==> config.mk <==
export PLATFORM = sky130hd
export DESIGN_NAME = heater_pi_phase_angle_controller
export DESIGN_NICKNAME = d
export VERILOG_FILES = /design/src/design/hppac_pkg.sv /design/src/design/heater_pi_phase_angle_controller.sv
export SDC_FILE = /design/constraint.sdc
export NUM_CORES = 2
export LEC_CHECK = 0
export ABC_AREA = 1
export BUFFER_PORTS_ARGS = -buffer_cell sky130_fd_sc_hd__buf_2
export CELL_PAD_IN_SITES_DETAIL_PLACEMENT = 1
export CELL_PAD_IN_SITES_GLOBAL_PLACEMENT = 1
export CORE_MARGIN = 3
export CORE_UTILIZATION = 44
export DETAILED_ROUTE_END_ITERATION = 8
export PLACE_DENSITY = 0.9
export SYNTH_ARGS = -nofsm -noshare
export SYNTH_HDL_FRONTEND = slang
export SYNTH_SLANG_ARGS = --single-unit
export TNS_END_PERCENT = 1
==> constraint.sdc <==
create_clock -name clk_i -period 8.5 [get_ports clk_i]
set_clock_uncertainty 0.05 [all_clocks]
set_input_delay 0.85 -clock clk_i [delete_from_list [all_inputs] [get_ports clk_i]]
set_output_delay 0.85 -clock clk_i [all_outputs]
set_load 0.02 [all_outputs]
==> src/design/hppac_pkg.sv <==
// Shared constants, types, microcode table and helper functions of the heater regulator.
package hppac_pkg;

  // Item field widths.
  localparam int ADC_BITS  = 10;
  localparam int SAMPLE_W  = 10;
  localparam int OP_W      = 2;
  localparam int SP_W      = 7;
  localparam int THR_W     = 10;
  localparam int WIN_W     = 14;
  localparam int DUTY_W    = 16;
  localparam int TEMP_W    = 15;
  localparam int VAL_W     = 16;
  localparam int DELAY_W   = 14;

  // Stream and register port widths.
  localparam int IN_TDATA_W  = 16;
  localparam int IN_TUSER_W  = 2;
  localparam int OUT_TDATA_W = 80;
  localparam int ADDR_W      = 4;
  localparam int DATA_W      = 32;

  // Datapath widths.
  localparam int A_W     = 20;
  localparam int B_W     = 20;
  localparam int P_W     = A_W + B_W;
  localparam int ACC_W   = P_W + 1;
  localparam int X_W     = 19;
  localparam int SZ_W    = 18;
  localparam int SAT_W   = 24;
  localparam int STEP_W  = 5;
  localparam int UCODE_DEPTH = 2 ** STEP_W;

  // Arithmetic constants (Q16 gains, Q8.8 temperatures, Q1.15 duty).
  localparam int DUTY_FULL   = 32768;
  localparam int TEMP_SPAN   = 28160;
  localparam int K_MEAS      = 63000;
  localparam int K_DUTY      = 72286;
  localparam int K_ERR       = 9372;
  localparam int K_ERRA      = 9005;
  localparam int MEAS_SH     = 7;
  localparam int EST_SH      = 23;
  localparam int PI_SH       = 9;
  localparam int FIRE_SH     = 15;
  localparam int FILT_OLD_WT = 9;
  localparam int FILT_BIAS   = 5;
  localparam int RCP10_SH    = 22;
  localparam int RCP10       = (2 ** RCP10_SH + 9) / 10;
  localparam int RCP7_SH     = 21;
  localparam int RCP7        = (2 ** RCP7_SH + 6) / 7;
  localparam int START_SH    = 5;
  localparam int START_BIAS  = 3;
  localparam int START_X_MAX = 7 * DUTY_FULL;
  localparam int PULSE_REST_LIM = (DUTY_FULL + 9) / 10;

  // Register reset values.
  localparam logic [SP_W-1:0]  RST_SETPOINT = SP_W'(30);
  localparam logic [THR_W-1:0] RST_ZERO_THR = THR_W'(2);
  localparam logic [THR_W-1:0] RST_REARM    = THR_W'(10);
  localparam logic [WIN_W-1:0] RST_WINDOW   = WIN_W'(7333);

  // Saturation bounds for 16-bit signed results.
  localparam logic signed [SAT_W-1:0] SAT_HI = SAT_W'(2 ** (VAL_W - 1) - 1);
  localparam logic signed [SAT_W-1:0] SAT_LO = -SAT_HI - SAT_W'(1);

  // Item kinds and register indexes.
  typedef enum logic [OP_W-1:0] {OP_MAINS, OP_TEMP, OP_TICK, OP_START} op_e;
  typedef enum logic [1:0] {REG_SETPOINT, REG_ZERO_THR, REG_REARM_THR, REG_FIRE_WIN} reg_idx_e;

  // Control word fields.
  typedef enum logic [2:0] {
    A_MZ, A_DUTY, A_ERR, A_ERRP, A_X, A_SAMPLE, A_REST, A_TSM
  } a_sel_e;
  typedef enum logic [3:0] {
    B_MEAS, B_DUTY, B_ERR, B_ERRA, B_RCP10, B_RCP7, B_SCALE, B_NINE, B_WIN
  } b_sel_e;
  typedef enum logic [2:0] {ACC_HOLD, ACC_LOAD, ACC_LOAD_SH7, ACC_ADD, ACC_SUB} acc_op_e;
  typedef enum logic [3:0] {
    WB_NONE, WB_T, WB_SEED, WB_FILT_X, WB_FILT, WB_EST, WB_ERR, WB_DUTY_PI,
    WB_AMB, WB_START_X, WB_DUTY_DIV, WB_MAINS
  } wb_op_e;
  typedef enum logic {JMP_NEXT, JMP_RESEED} jmp_e;

  typedef struct packed {
    a_sel_e              a_sel;
    b_sel_e              b_sel;
    acc_op_e             acc_op;
    wb_op_e              wb;
    jmp_e                jmp;
    logic [STEP_W-1:0]   target;
    logic                emit;
  } ucw_t;

  // Program entry points.
  localparam logic [STEP_W-1:0] ENT_MAINS = STEP_W'(0);
  localparam logic [STEP_W-1:0] ENT_TEMP  = STEP_W'(3);
  localparam logic [STEP_W-1:0] ENT_SEED  = STEP_W'(11);
  localparam logic [STEP_W-1:0] ENT_TICK  = STEP_W'(12);
  localparam logic [STEP_W-1:0] ENT_START = STEP_W'(21);
  localparam logic [STEP_W-1:0] NO_TGT    = STEP_W'(0);

  // Microprogram. The multiplier product of one step is consumed by the
  // accumulator in the following step.
  localparam ucw_t UCODE [UCODE_DEPTH] = '{
    // Mains sample: firing delay product, then crossing logic and result.
    '{A_REST,   B_WIN,   ACC_HOLD,     WB_NONE,     JMP_NEXT,   NO_TGT,   1'b0}, // 0
    '{A_REST,   B_WIN,   ACC_LOAD,     WB_NONE,     JMP_NEXT,   NO_TGT,   1'b0}, // 1
    '{A_REST,   B_WIN,   ACC_HOLD,     WB_MAINS,    JMP_NEXT,   NO_TGT,   1'b1}, // 2
    // Temperature sample: scale, then seed or filter.
    '{A_SAMPLE, B_SCALE, ACC_HOLD,     WB_NONE,     JMP_NEXT,   NO_TGT,   1'b0}, // 3
    '{A_SAMPLE, B_SCALE, ACC_LOAD,     WB_NONE,     JMP_NEXT,   NO_TGT,   1'b0}, // 4
    '{A_TSM,    B_NINE,  ACC_HOLD,     WB_T,        JMP_RESEED, ENT_SEED, 1'b0}, // 5
    '{A_TSM,    B_NINE,  ACC_LOAD,     WB_NONE,     JMP_NEXT,   NO_TGT,   1'b0}, // 6
    '{A_X,      B_RCP10, ACC_HOLD,     WB_FILT_X,   JMP_NEXT,   NO_TGT,   1'b0}, // 7
    '{A_X,      B_RCP10, ACC_HOLD,     WB_NONE,     JMP_NEXT,   NO_TGT,   1'b0}, // 8
    '{A_X,      B_RCP10, ACC_LOAD,     WB_NONE,     JMP_NEXT,   NO_TGT,   1'b0}, // 9
    '{A_X,      B_RCP10, ACC_HOLD,     WB_FILT,     JMP_NEXT,   NO_TGT,   1'b1}, // 10
    '{A_X,      B_RCP10, ACC_HOLD,     WB_SEED,     JMP_NEXT,   NO_TGT,   1'b1}, // 11
    // Control tick: estimate, error, incremental PI update.
    '{A_MZ,     B_MEAS,  ACC_HOLD,     WB_NONE,     JMP_NEXT,   NO_TGT,   1'b0}, // 12
    '{A_DUTY,   B_DUTY,  ACC_LOAD_SH7, WB_NONE,     JMP_NEXT,   NO_TGT,   1'b0}, // 13
    '{A_DUTY,   B_DUTY,  ACC_ADD,      WB_NONE,     JMP_NEXT,   NO_TGT,   1'b0}, // 14
    '{A_DUTY,   B_DUTY,  ACC_HOLD,     WB_EST,      JMP_NEXT,   NO_TGT,   1'b0}, // 15
    '{A_DUTY,   B_DUTY,  ACC_HOLD,     WB_ERR,      JMP_NEXT,   NO_TGT,   1'b0}, // 16
    '{A_ERR,    B_ERR,   ACC_HOLD,     WB_NONE,     JMP_NEXT,   NO_TGT,   1'b0}, // 17
    '{A_ERRP,   B_ERRA,  ACC_LOAD,     WB_NONE,     JMP_NEXT,   NO_TGT,   1'b0}, // 18
    '{A_ERRP,   B_ERRA,  ACC_SUB,      WB_NONE,     JMP_NEXT,   NO_TGT,   1'b0}, // 19
    '{A_ERRP,   B_ERRA,  ACC_HOLD,     WB_DUTY_PI,  JMP_NEXT,   NO_TGT,   1'b1}, // 20
    // Start: capture ambient, preset duty by dividing by seven.
    '{A_X,      B_RCP7,  ACC_HOLD,     WB_AMB,      JMP_NEXT,   NO_TGT,   1'b0}, // 21
    '{A_X,      B_RCP7,  ACC_HOLD,     WB_START_X,  JMP_NEXT,   NO_TGT,   1'b0}, // 22
    '{A_X,      B_RCP7,  ACC_HOLD,     WB_NONE,     JMP_NEXT,   NO_TGT,   1'b0}, // 23
    '{A_X,      B_RCP7,  ACC_LOAD,     WB_NONE,     JMP_NEXT,   NO_TGT,   1'b0}, // 24
    '{A_X,      B_RCP7,  ACC_HOLD,     WB_DUTY_DIV, JMP_NEXT,   NO_TGT,   1'b1}, // 25
    // Unused addresses end the program at once.
    '{A_TSM,    B_NINE,  ACC_HOLD,     WB_NONE,     JMP_NEXT,   NO_TGT,   1'b1}, // 26
    '{A_TSM,    B_NINE,  ACC_HOLD,     WB_NONE,     JMP_NEXT,   NO_TGT,   1'b1}, // 27
    '{A_TSM,    B_NINE,  ACC_HOLD,     WB_NONE,     JMP_NEXT,   NO_TGT,   1'b1}, // 28
    '{A_TSM,    B_NINE,  ACC_HOLD,     WB_NONE,     JMP_NEXT,   NO_TGT,   1'b1}, // 29
    '{A_TSM,    B_NINE,  ACC_HOLD,     WB_NONE,     JMP_NEXT,   NO_TGT,   1'b1}, // 30
    '{A_TSM,    B_NINE,  ACC_HOLD,     WB_NONE,     JMP_NEXT,   NO_TGT,   1'b1}  // 31
  };

  // Saturate a signed value to the 16-bit signed range.
  function automatic logic signed [VAL_W-1:0] sat_val(input logic signed [SAT_W-1:0] v);
    logic signed [VAL_W-1:0] r;
    if (v > SAT_HI) begin
      r = SAT_HI[VAL_W-1:0];
    end else if (v < SAT_LO) begin
      r = SAT_LO[VAL_W-1:0];
    end else begin
      r = v[VAL_W-1:0];
    end
    return r;
  endfunction

  // First microprogram step for an item kind.
  function automatic logic [STEP_W-1:0] entry_step(input op_e op);
    logic [STEP_W-1:0] s;
    unique case (op)
      OP_MAINS: s = ENT_MAINS;
      OP_TEMP:  s = ENT_TEMP;
      OP_TICK:  s = ENT_TICK;
      OP_START: s = ENT_START;
    endcase
    return s;
  endfunction

endpackage

==> src/design/heater_pi_phase_angle_controller.sv <==
// Heater regulator: microcoded sequencer with one shared multiplier, APB registers, stream I/O.
// One item is worked at a time: the input is not ready until the microprogram of the current
// item has ended, so an item occupies the block for the length of its microprogram
// (one control word per cycle, except while a result step waits for the result register,
// through a single registered 20x20 multiplier).
// The result register lets the next item be accepted while a result waits to be taken.
// Reset (rst_ni low, asynchronous) clears the regulator state, sets registers to defaults.
module heater_pi_phase_angle_controller (
  input  logic                                 clk_i,
  input  logic                                 rst_ni,
  // Input items.
  input  logic                                 s_axis_tvalid,
  output logic                                 s_axis_tready,
  input  logic [hppac_pkg::IN_TDATA_W-1:0]     s_axis_tdata,  // [9:0] sample
  input  logic [hppac_pkg::IN_TUSER_W-1:0]     s_axis_tuser,  // [1:0] op
  // Result items.
  output logic                                 m_axis_tvalid,
  input  logic                                 m_axis_tready,
  // [0] fire_arm, [1] fire_now, [15:2] fire_delay_us, [16] pulse_long, [32:17] duty_out,
  // [47:33] filtered_temp, [63:48] estimated_temp, [79:64] control_error
  output logic [hppac_pkg::OUT_TDATA_W-1:0]    m_axis_tdata,
  // Register port.
  input  logic                                 psel,
  input  logic                                 penable,
  input  logic                                 pwrite,
  input  logic [hppac_pkg::ADDR_W-1:0]         paddr,
  input  logic [hppac_pkg::DATA_W-1:0]         pwdata,
  output logic [hppac_pkg::DATA_W-1:0]         prdata,
  output logic                                 pready
);
  import hppac_pkg::*;

  localparam int S_CMP_W = 17;
  localparam int ADC_MAX = 2 ** ADC_BITS - 1;

  // Sequencer control.
  logic                busy_q;
  logic [STEP_W-1:0]   step_q;
  logic                out_valid_q;
  ucw_t                cw;
  logic                out_free, step_en, exec, in_acc, cfg_wr;

  // Configuration registers.
  logic [SP_W-1:0]     sp_q;
  logic [THR_W-1:0]    zthr_q, rthr_q;
  logic [WIN_W-1:0]    win_q;

  // Regulator state.
  logic [DUTY_W-1:0]        duty_q, duty_d;
  logic signed [VAL_W-1:0]  err_q, err_d, errp_q, errp_d, est_q, est_d;
  logic [TEMP_W-1:0]        ts_q, ts_d, amb_q, amb_d;
  logic                     latch_q, latch_d, reseed_q, reseed_d;

  // Datapath.
  logic [SAMPLE_W-1:0]      sample_q, s_sat;
  logic [X_W-1:0]           x_q, x_d;
  logic signed [A_W-1:0]    a_op;
  logic signed [B_W-1:0]    b_op;
  logic signed [P_W-1:0]    p_q, p_d;
  logic signed [ACC_W-1:0]  acc_q, acc_d, p_ext;
  logic signed [VAL_W-1:0]  mz;
  logic signed [SZ_W-1:0]   sz, err_diff;
  logic [DUTY_W:0]          rest, rest_d;
  logic [ACC_W-1:0]         est_sum, pi_sum, fire_sum;
  logic signed [SAT_W-1:0]  pi_rnd, dsum;
  logic [SAT_W-1:0]         x_full;
  logic                     crossing;

  // Result fields.
  logic                     arm_d, now_d;
  logic [DELAY_W-1:0]       delay_d;
  logic                     o_arm_q, o_now_q, o_plong_q;
  logic [DELAY_W-1:0]       o_delay_q;
  logic [DUTY_W-1:0]        o_duty_q;
  logic [TEMP_W-1:0]        o_ts_q;
  logic signed [VAL_W-1:0]  o_est_q, o_err_q;

  // Handshakes and sequencing conditions.
  assign cw            = UCODE[step_q];
  assign out_free      = !out_valid_q || m_axis_tready;
  assign step_en       = !cw.emit || out_free;
  assign exec          = busy_q && step_en;
  assign s_axis_tready = !busy_q;
  assign in_acc        = s_axis_tvalid && !busy_q;
  assign cfg_wr        = psel && penable && pwrite;
  assign pready        = 1'b1;

  // Register read-back.
  always_comb begin
    unique case (reg_idx_e'(paddr[3:2]))
      REG_SETPOINT:  prdata = DATA_W'(sp_q);
      REG_ZERO_THR:  prdata = DATA_W'(zthr_q);
      REG_REARM_THR: prdata = DATA_W'(rthr_q);
      REG_FIRE_WIN:  prdata = DATA_W'(win_q);
    endcase
  end

  // Operand preparation.
  always_comb begin
    if ({(S_CMP_W - SAMPLE_W)'(0), sample_q} > S_CMP_W'(ADC_MAX)) begin
      s_sat = SAMPLE_W'(ADC_MAX);
    end else begin
      s_sat = sample_q;
    end
  end
  assign mz     = $signed({1'b0, ts_q}) - $signed({1'b0, amb_q});
  assign sz     = $signed({3'b0, sp_q, 8'b0}) - $signed({3'b0, amb_q});
  assign rest   = (DUTY_W + 1)'(DUTY_FULL) - {1'b0, duty_q};
  assign rest_d = (DUTY_W + 1)'(DUTY_FULL) - {1'b0, duty_d};

  // Multiplier operand A.
  always_comb begin
    unique case (cw.a_sel)
      A_MZ:     a_op = {{(A_W - VAL_W){mz[VAL_W-1]}}, mz};
      A_DUTY:   a_op = A_W'(duty_q);
      A_ERR:    a_op = {{(A_W - VAL_W){err_q[VAL_W-1]}}, err_q};
      A_ERRP:   a_op = {{(A_W - VAL_W){errp_q[VAL_W-1]}}, errp_q};
      A_X:      a_op = A_W'(x_q);
      A_SAMPLE: a_op = A_W'(s_sat);
      A_REST:   a_op = A_W'(rest);
      A_TSM:    a_op = A_W'(ts_q);
    endcase
  end

  // Multiplier operand B.
  always_comb begin
    unique case (cw.b_sel)
      B_MEAS:  b_op = B_W'(K_MEAS);
      B_DUTY:  b_op = B_W'(K_DUTY);
      B_ERR:   b_op = B_W'(K_ERR);
      B_ERRA:  b_op = B_W'(K_ERRA);
      B_RCP10: b_op = B_W'(RCP10);
      B_RCP7:  b_op = B_W'(RCP7);
      B_SCALE: b_op = B_W'(TEMP_SPAN);
      B_NINE:  b_op = B_W'(FILT_OLD_WT);
      B_WIN:   b_op = B_W'(win_q);
      default: b_op = '0;
    endcase
  end

  // Shared multiplier and accumulator.
  assign p_d   = a_op * b_op;
  assign p_ext = {{(ACC_W - P_W){p_q[P_W-1]}}, p_q};

  always_comb begin
    unique case (cw.acc_op)
      ACC_HOLD:     acc_d = acc_q;
      ACC_LOAD:     acc_d = p_ext;
      ACC_LOAD_SH7: acc_d = p_ext <<< MEAS_SH;
      ACC_ADD:      acc_d = acc_q + p_ext;
      ACC_SUB:      acc_d = acc_q - p_ext;
      default:      acc_d = acc_q;
    endcase
  end

  // Rounding of the accumulator for the writeback operations (half up).
  assign est_sum  = acc_q + (ACC_W'(1) << (EST_SH - 1));
  assign pi_sum   = acc_q + (ACC_W'(1) << (PI_SH - 1));
  assign fire_sum = acc_q + (ACC_W'(1) << (FIRE_SH - 1));
  assign pi_rnd   = pi_sum[PI_SH +: SAT_W];
  assign dsum     = $signed({(SAT_W - DUTY_W)'(0), duty_q}) + pi_rnd;
  assign err_diff = sz - {{(SZ_W - VAL_W){est_q[VAL_W-1]}}, est_q};
  assign x_full   = (SAT_W'(sz) << START_SH) + SAT_W'(START_BIAS);
  assign crossing = (sample_q < zthr_q) && !latch_q;

  // Writeback of the current control word into state.
  always_comb begin
    duty_d   = duty_q;
    err_d    = err_q;
    errp_d   = errp_q;
    est_d    = est_q;
    ts_d     = ts_q;
    amb_d    = amb_q;
    latch_d  = latch_q;
    reseed_d = reseed_q;
    x_d      = x_q;
    arm_d    = 1'b0;
    now_d    = 1'b0;
    delay_d  = '0;
    if (exec) begin
      unique case (cw.wb)
        WB_NONE: ;
        WB_T: x_d = X_W'(acc_q[ADC_BITS +: TEMP_W]);
        WB_SEED: begin
          ts_d     = x_q[TEMP_W-1:0];
          reseed_d = 1'b0;
        end
        WB_FILT_X: x_d = acc_q[X_W-1:0] + x_q + X_W'(FILT_BIAS);
        WB_FILT: ts_d = acc_q[RCP10_SH +: TEMP_W];
        WB_EST: begin
          est_d  = sat_val({{(SAT_W - (ACC_W - EST_SH)){est_sum[ACC_W-1]}},
                            est_sum[ACC_W-1:EST_SH]});
          errp_d = err_q;
        end
        WB_ERR: err_d = sat_val({{(SAT_W - SZ_W){err_diff[SZ_W-1]}}, err_diff});
        WB_DUTY_PI: begin
          if (dsum[SAT_W-1]) begin
            duty_d = '0;
          end else if (dsum > $signed(SAT_W'(DUTY_FULL))) begin
            duty_d = DUTY_W'(DUTY_FULL);
          end else begin
            duty_d = dsum[DUTY_W-1:0];
          end
          reseed_d = 1'b1;
        end
        WB_AMB: amb_d = ts_q;
        WB_START_X: begin
          // A non-positive gap gives zero duty; a large one is capped at full duty.
          if (sz[SZ_W-1] || (sz == '0)) begin
            x_d = '0;
          end else if (x_full > SAT_W'(START_X_MAX)) begin
            x_d = X_W'(START_X_MAX);
          end else begin
            x_d = x_full[X_W-1:0];
          end
        end
        WB_DUTY_DIV: duty_d = acc_q[RCP7_SH +: DUTY_W];
        WB_MAINS: begin
          // Crossing with hysteresis; zero duty latches without firing.
          if (crossing) begin
            latch_d = 1'b1;
            if (duty_q >= DUTY_W'(DUTY_FULL)) begin
              now_d = 1'b1;
            end else if (duty_q != '0) begin
              arm_d   = 1'b1;
              delay_d = fire_sum[FIRE_SH +: DELAY_W];
            end
          end else if (sample_q > rthr_q) begin
            latch_d = 1'b0;
          end
        end
        default: ;
      endcase
    end
  end

  // Control, configuration and regulator state.
  always_ff @(posedge clk_i or negedge rst_ni) begin
    if (!rst_ni) begin
      busy_q      <= 1'b0;
      step_q      <= '0;
      out_valid_q <= 1'b0;
      sp_q        <= RST_SETPOINT;
      zthr_q      <= RST_ZERO_THR;
      rthr_q      <= RST_REARM;
      win_q       <= RST_WINDOW;
      duty_q      <= '0;
      err_q       <= '0;
      errp_q      <= '0;
      est_q       <= '0;
      ts_q        <= '0;
      amb_q       <= '0;
      latch_q     <= 1'b0;
      reseed_q    <= 1'b1;
    end else begin
      if (in_acc) begin
        busy_q <= 1'b1;
        step_q <= entry_step(op_e'(s_axis_tuser[OP_W-1:0]));
      end else if (exec) begin
        if (cw.emit) begin
          busy_q <= 1'b0;
        end else if ((cw.jmp == JMP_RESEED) && reseed_q) begin
          step_q <= cw.target;
        end else begin
          step_q <= step_q + 1'b1;
        end
      end
      if (exec && cw.emit) begin
        out_valid_q <= 1'b1;
      end else if (m_axis_tready) begin
        out_valid_q <= 1'b0;
      end
      if (cfg_wr) begin
        unique case (reg_idx_e'(paddr[3:2]))
          REG_SETPOINT:  sp_q   <= pwdata[SP_W-1:0];
          REG_ZERO_THR:  zthr_q <= pwdata[THR_W-1:0];
          REG_REARM_THR: rthr_q <= pwdata[THR_W-1:0];
          REG_FIRE_WIN:  win_q  <= pwdata[WIN_W-1:0];
        endcase
      end
      duty_q   <= duty_d;
      err_q    <= err_d;
      errp_q   <= errp_d;
      est_q    <= est_d;
      ts_q     <= ts_d;
      amb_q    <= amb_d;
      latch_q  <= latch_d;
      reseed_q <= reseed_d;
    end
  end

  // Captured item, datapath registers and the result register.
  always_ff @(posedge clk_i) begin
    if (in_acc) begin
      sample_q <= s_axis_tdata[SAMPLE_W-1:0];
    end
    if (exec) begin
      p_q   <= p_d;
      acc_q <= acc_d;
      x_q   <= x_d;
    end
    if (exec && cw.emit) begin
      o_arm_q   <= arm_d;
      o_now_q   <= now_d;
      o_delay_q <= delay_d;
      o_plong_q <= (rest_d < (DUTY_W + 1)'(PULSE_REST_LIM));
      o_duty_q  <= duty_d;
      o_ts_q    <= ts_d;
      o_est_q   <= est_d;
      o_err_q   <= err_d;
    end
  end

  assign m_axis_tvalid = out_valid_q;
  assign m_axis_tdata  = {o_err_q, o_est_q, o_ts_q, o_duty_q, o_plong_q,
                          o_delay_q, o_now_q, o_arm_q};

`ifndef SYNTH
  // Duty never leaves the range 0..full.
  a_duty_range: assert property (@(posedge clk_i) disable iff (!rst_ni)
    duty_q <= DUTY_W'(DUTY_FULL))
    else $error("duty above full scale");

  // A result step that finds the result register occupied waits in place.
  a_stall_hold: assert property (@(posedge clk_i) disable iff (!rst_ni)
    busy_q && cw.emit && !out_free |=> busy_q && $stable(step_q))
    else $error("sequencer moved while the result register was full");

  // A result step that goes through ends the program and presents the result.
  a_emit_ends: assert property (@(posedge clk_i) disable iff (!rst_ni)
    busy_q && cw.emit && out_free |=> !busy_q && m_axis_tvalid)
    else $error("result step did not complete the item");

  // The PI update always arms filter reseeding.
  a_tick_reseed: assert property (@(posedge clk_i) disable iff (!rst_ni)
    exec && (cw.wb == WB_DUTY_PI) |=> reseed_q)
    else $error("control tick did not request a filter reseed");
`endif

endmodule

# == Yosys cells after proc, flatten, opt, wreduce, memory -nomap -nowiden ==
# Memories as Yosys holds them, arrays and structs flattened.
# Cells that the tools add are included.
# classes
addsub,15
n_mul,1
magnitude_cmp,11
n_eq_ne,37
mux,38
bitwise_logic,5
reduce_logical,42
# op_table
op,count
16-bit 2-to-1 mux,11
19-bit one-hot mux with 9 select lines,1
41-bit one-hot mux with 4 select lines,1
20-bit one-hot mux with 8 select lines,1
32-bit one-hot mux with 4 select lines,1
19-bit one-hot mux with 3 select lines,1
21-bit 2-to-1 mux,2
"41-bit by 24-bit adder with 41-bit output, second input constant",1
41-bit by 40-bit adder with 41-bit output,1
41-bit by 40-bit subtractor with 41-bit output,1
20-bit by 20-bit multiplier with 40-bit output,1
19-bit 2-to-1 mux,2
"16-bit by 16-bit subtractor with 17-bit output, first input constant",2
"33-bit by 10-bit adder with 33-bit output, second input constant",1
"4-bit by 3-bit equality test with 1-bit output, second input constant",8
16-bit one-hot mux with 2 select lines,1
15-bit by 15-bit subtractor with 16-bit output,2
15-bit one-hot mux with 2 select lines,1
"29-bit by 16-bit adder with 29-bit output, second input constant",1
17-bit by 24-bit adder with 24-bit output,1
"24-bit by 17-bit > comparator with 1-bit output, second input constant",1
"24-bit by 18-bit > comparator with 1-bit output, second input constant",1
"21-bit by 3-bit adder with 22-bit output, second input constant",1
2-bit AND reduction,11
43 further kinds,94
# totals
reg_bits,334
mem_bits_ro,672
inputBits,61
output_inout_bits,115
word_cells,177
mem_count,1
# mem_list
memory,words,width,read_ports,rd_clocked_by_memory_dff,wr,line,rtl
(name not given),32,21,1,0,0,heater_pi_phase_angle_controller.sv:79,assign cw = UCODE[step_q];

# == Longest topological paths before layout ==
# depth
word_depth,10
depth_mapped,55
depth_no_buf,54

# == Least setup slack after synthesis ==
# No wires, ideal clock.
# synth_timing
path_type,register -> register
from,register amb_q[5]
to,register p_q[39] (data pin)
setup_time_ns,0.264
arrival_time_ns,8.913
required_time_ns,8.186
setup_slack_ns,-0.727
stages_incl_launch_ff,42
n_path_buf,2
synth_period_minus_slack_ns,9.227
cell_sequence,dfrtp_1 -> clkbuf_1 -> inv_1 -> ha_1 -> nand4_1 -> o21ai_0 -> a21oi_1 -> o21ai_0 -> a21oi_1 -> o21bai_1 -> nand2_1 -> inv_1 -> o21ai_0 -> nand2_1 -> nand2_1 -> a21oi_1 -> o21ai_0 -> nand2_1 -> [... 6 more ...] -> fa_1 -> inv_1 -> fa_1 -> inv_1 -> fa_1 -> fa_1 -> inv_1 -> fa_1 -> inv_1 -> ha_1 -> nand2_1 -> nor2_1 -> nand2_1 -> nor4_1 -> nand3_1 -> o2111ai_1 -> xor2_1 -> xor2_1
# synth_via
elab_chain_cells,3
# synth_lines
item,line,rtl
from (decl),heater_pi_phase_angle_controller.sv:51,"logic [TEMP_W-1:0] ts_q, ts_d, amb_q, amb_d;"
from (signal assigned),heater_pi_phase_angle_controller.sv:286,amb_q <= amb_d;
15-bit by 15-bit subtractor with 16-bit output,heater_pi_phase_angle_controller.sv:106,"assign mz = $signed({1'b0, ts_q}) - $signed({1'b0, amb_q});"
20-bit one-hot mux with 8 select lines,heater_pi_phase_angle_controller.sv:113,unique case (cw.a_sel)
20-bit by 20-bit multiplier with 40-bit output,heater_pi_phase_angle_controller.sv:142,assign p_d = a_op * b_op;
via p_d[39],heater_pi_phase_angle_controller.sv:59,"logic signed [P_W-1:0] p_q, p_d;"
to (signal assigned),heater_pi_phase_angle_controller.sv:298,p_q <= p_d;
to (decl),heater_pi_phase_angle_controller.sv:59,
# The timed path passes the listed nets, and every way through them passes these cells.
# A chain may end at the register's enable or synchronous reset.

# == Final worst setup path ==
# layout_timing
from,register step_q[0]
to,register p_q[37] (data pin)
# layout_via
elab_chain_cells,7
elab_cells_between_ends,24
cone_classes,1 x mul; 15 x eq/ne; 4 x mux; 1 x bitwise; 2 x reduce/logical; 1 x memory
# layout_lines
item,line,rtl
from (decl),heater_pi_phase_angle_controller.sv:38,logic [STEP_W-1:0] step_q;
from (signal assigned),heater_pi_phase_angle_controller.sv:258,step_q <= entry_step(op_e'(s_axis_tuser[OP_W-1:0]));
from (signal assigned),heater_pi_phase_angle_controller.sv:263,step_q <= cw.target;
from (signal assigned),heater_pi_phase_angle_controller.sv:265,step_q <= step_q + 1'b1;
5-bit NOT with 6-bit output (implied by the code) *,heater_pi_phase_angle_controller.sv:79,
memory 32 x 21 bit *,--,
21-bit 2-to-1 mux (implied by the code) * (2 in series),heater_pi_phase_angle_controller.sv:79,
4-bit equality test (tied with other cells),heater_pi_phase_angle_controller.sv:127,unique case (cw.b_sel)
19-bit one-hot mux with 9 select lines / 20-bit one-hot mux with 8 select lines (equally long branches),"heater_pi_phase_angle_controller.sv:127, heater_pi_phase_angle_controller.sv:113",
20-bit by 20-bit multiplier with 40-bit output *,heater_pi_phase_angle_controller.sv:142,
via p_d[37],heater_pi_phase_angle_controller.sv:59,
# The timed path passes the listed nets; every way through them passes the cells marked *. The select of a mux whose other input is x is not followed.

==> key figures <==
Critical path
  – Cell mode on critical path: inv_1
  – Critical setup path kind: reg2reg
  – Crit Path Max Fanout: 5
  – Crit path DAT: 10.67 ns
  – Critical path's slowest cell: fa_1
  – Setup crit end kind: register
  – Max stage delay on crit path: 0.77 ns
  – Worst endpoint required time: between 8 and 9 ns
  – Startpoint type of the worst setup path: register

Timing
  – Unrepaired setup endpoints after global routing: true
  – Period minus WS final: 10.30 ns
  – Final hold viol count: 0
  – Fmax: roughly 97 MHz
  – Worst slew margin: 9.59%
  – Worst slew pin tran: 1.35 ns
  – Setup slack after layout: -1.80 ns
  – Final setup fails: 29
  – Crit share post-route: 121%
  – Max Transition Viols Final: 0

Synthesis
  – Synth Flop Type: edfxtp_1
  – Share of the yosys chip area belonging to registers: 24.3%
  – EDFF count, synth: 190
  – Largest family of logic cells by synthesized area: adder cells
  – Synth Area in Compound Gates: 10.9%
  – Mapped Cells: 4,783
  – Cell variety after synth: 64
  – Synth Area in Simple Gates: 19.2%
  – Syn avg cell area: 8.01 sq um
  – Cell Area, Synth: 38,300 sq um
  – Synth Register Bits: 334
  – Fraction of registers with async set or reset after synthesis: 43.1%
  – Ys Warns: 0
  – Post-synthesis adder-cell area fraction: between 30% and 40%
  – Xor and xnor area share after synthesis: 4.04%
  – Multiplexer share of the synthesized area: 0%

Routing
  – Mean number of vias per cell: 6.16
  – Initial DRT Pass Iterations: 6
  – ANT nets after route: 0
  – Overall routed net length: 192 mm
  – DR DRC count: 0
  – Via Count: approximately 41,000
  – WL/cell: 29.1 um
  – Initial drt markers: ~3,900

Die
  – Core ar.: 85,800 sq um
  – Die Ht: 301 um
  – I/O pin count: 176
  – Rows: roughly 110
  – Initial core utilization: between 40% and 50%
  – Full die area: 90,700 sq um
  – DIE WIDTH: between 300 and 400 um

Placement
  – Post-Place Cells: 6,457
  – Post-DP HPWL: 134 mm
  – Gp weighted congestion: 1.03
  – PortBufs: 130

Global routing
  – Vias in the first global route: approximately 44,000
  – Pin count of the biggest net entering global routing: 84
  – Global-route usage over all layers: 39.5%
  – Initial antenna violation count: 15
  – Remaining Overflow, GRT: 0
  – First-pass GRT wire length: 269 mm

Flow run
  – Max-cap violations: 0

Finish
  – Largest Register: acc_q
  – Top Registers: acc_q x41, p_q x40, x_q x19
  – Final #Nets: 6,137
  – Max reg flops: 41
  – Area Overhead vs Synth: 21.7%
  – Post-route insts no fill: 6,578
  – Share of layout cells above drive strength 1: 19.9%

Run status
  – Status: finished with violations
  – Failing checks: negative setup slack

Clock network
  – TritonCTS sink count: 334
  – Htree depth: 2
  – Bufs on Longest Clock Path: 3
  – CTS Root Cell: clkbuf_16
  – CTS hold repair buffers: 0
  – Clk pin slew, worst setup/hold paths: around 0.060 ns
  – TritonCTS clock tree: built
  – Clk_lat worst skew: 0.63 ns
  – CTS buffer count: 40

Worst hold path
  – Hold WC Path Type: in2async
==> worst max-delay path: cells and delay by family (launching register included) <==
| family | cells | cell delay, ns |
|---|---|---|
| adders and majority gates | 9 | 4.71 |
| AOI/OAI and AO/OA | 13 | 2.02 |
| buffers and inverters | 11 | 1.42 |
| and+or+nand+nor | 10 | 1.18 |
| DFF | 1 | 0.44 |
| xor gates and xnor gates | 1 | 0.26 |
==> cell families (layout without fill, tap and decap cells) <==
logic type,count (synthesis),in the layout
fa+ha+maj,677,677
simple gates,1770,1770
compound gates,681,681
other cells,2,28
buf+inv,1142,1767
flops,334,334
xor+xnor,177,177
==> per-layer routing <==
metal,global-route usage [%],routed length (um),vias to the layer above
met4,34.4,23400,16
met3,9.75,20300,1550
met1,41.8,61100,19700
li1,-,-,16300
met5,0,102,-
met2,65.9,86700,3025
==> synth_stat cells (18+ instances only) <==
library cell	count	area share (%)
nand2_1	933	9.1
inv_1	990	9.7
ha_1	273	8.9
nor2_1	501	4.9
or2_2	20	0.33
xnor2_1	51	1.2
xor2_1	126	2.9
a21oi_1	202	2.6
nor3_1	44	0.57
a31oi_1	18	0.29
o21a_1	19	0.37
o22ai_1	31	0.51
o21ai_0	209	2.7
dfrtp_1	129	8.4
fa_1	404	21
edfxtp_1	190	15
clkbuf_1	87	0.85
o21bai_1	22	0.43
nand3_1	150	2.0
o221ai_1	36	0.82
o211ai_1	35	0.69
buf_4	25	0.49
nand2_2	23	0.38
nand4_1	33	0.54
==> per-stage QoR <==
step	cell area (sq um)	hold WS, ns	utilization (%)	TNS, ns	worst slack, ns
after floorplan	38600	0.394	-	-0.0950	-0.0495
after global placement	44000	0.417	51.3	-10.41	-0.716
after detailed placement	44000	0.423	51.3	-22.64	-1.28
after CTS	46100	0.181	53.8	-11.07	-0.740
after global routing	46600	0.209	54.3	-43.71	-2.15
final	46600	0.164	54.3	-34.87	-1.80
==> cells in the final DEF, fill, tap and decap left out, drive strengths merged, types with 16 or more instances in the layout <==
| cell type | n |
|---|---|
| nand4 | 33 |
| o221ai | 36 |
| dfrtp | 129 |
| ha | 273 |
| fa | 404 |
| o21ai | 219 |
| nor2 | 529 |
| xnor2 | 51 |
| buf | 670 |
| clkbuf | 49 |
| o211ai | 35 |
| a31oi | 18 |
| nand2 | 957 |
| o22ai | 31 |
| nand3 | 157 |
| nor3 | 45 |
| o21a | 19 |
| edfxtp | 190 |
| a221oi | 16 |
| conb | 24 |
| a22oi | 17 |
| o21bai | 33 |
| inv | 1011 |
| a21oi | 203 |
| xor2 | 126 |
| or2 | 20 |
| clkinv | 27 |
==> repair_timing <==
| action | CTS | global route |
|---|---|---|
| pin swaps | 53 | 53 |
| gates resized for setup | 121 | 97 |
| setup buffers | 31 | 13 |
| setup endpoints to repair | 28 | 32 |
==> cell type report <==
cell class | count | area [sq um]
clock inverters | 24 | 323
diodes | 4 | 10.0
clock buffers | 49 | 1080
well taps | 1144 | 1430
multi-input cells | 3329 | 25700
inverters | 1024 | 3860
flip-flops and latches | 334 | 9330
repair buffers | 670 | 4930
fillers | 10300 | 39200
==> path summary, 6_finish.rpt <==
check	startpoint	endpoint	slack [ns]	cells after the start
max	step_q[0]$_DFFE_PN0P_	p_q[37]$_DFFE_PP_	-1.80	44
max in group asynchronous	rst_ni	step_q[2]$_DFFE_PN0P_	6.54	2
max reg2reg	step_q[0]$_DFFE_PN0P_	p_q[37]$_DFFE_PP_	-1.80	44
min in group clk_i	s_axis_tdata[9]	s_sat[9]$_DFFE_PP_	0.36	1
min	rst_ni	err_q[11]$_DFF_PN0_	0.16	1
min reg2reg	rthr_q[4]$_DFFE_PN0P_	rthr_q[4]$_DFFE_PN0P_	0.44	2
Power is not shown: default switching activity piles up to over one toggle a cycle in this logic, so the estimate is an artifact.
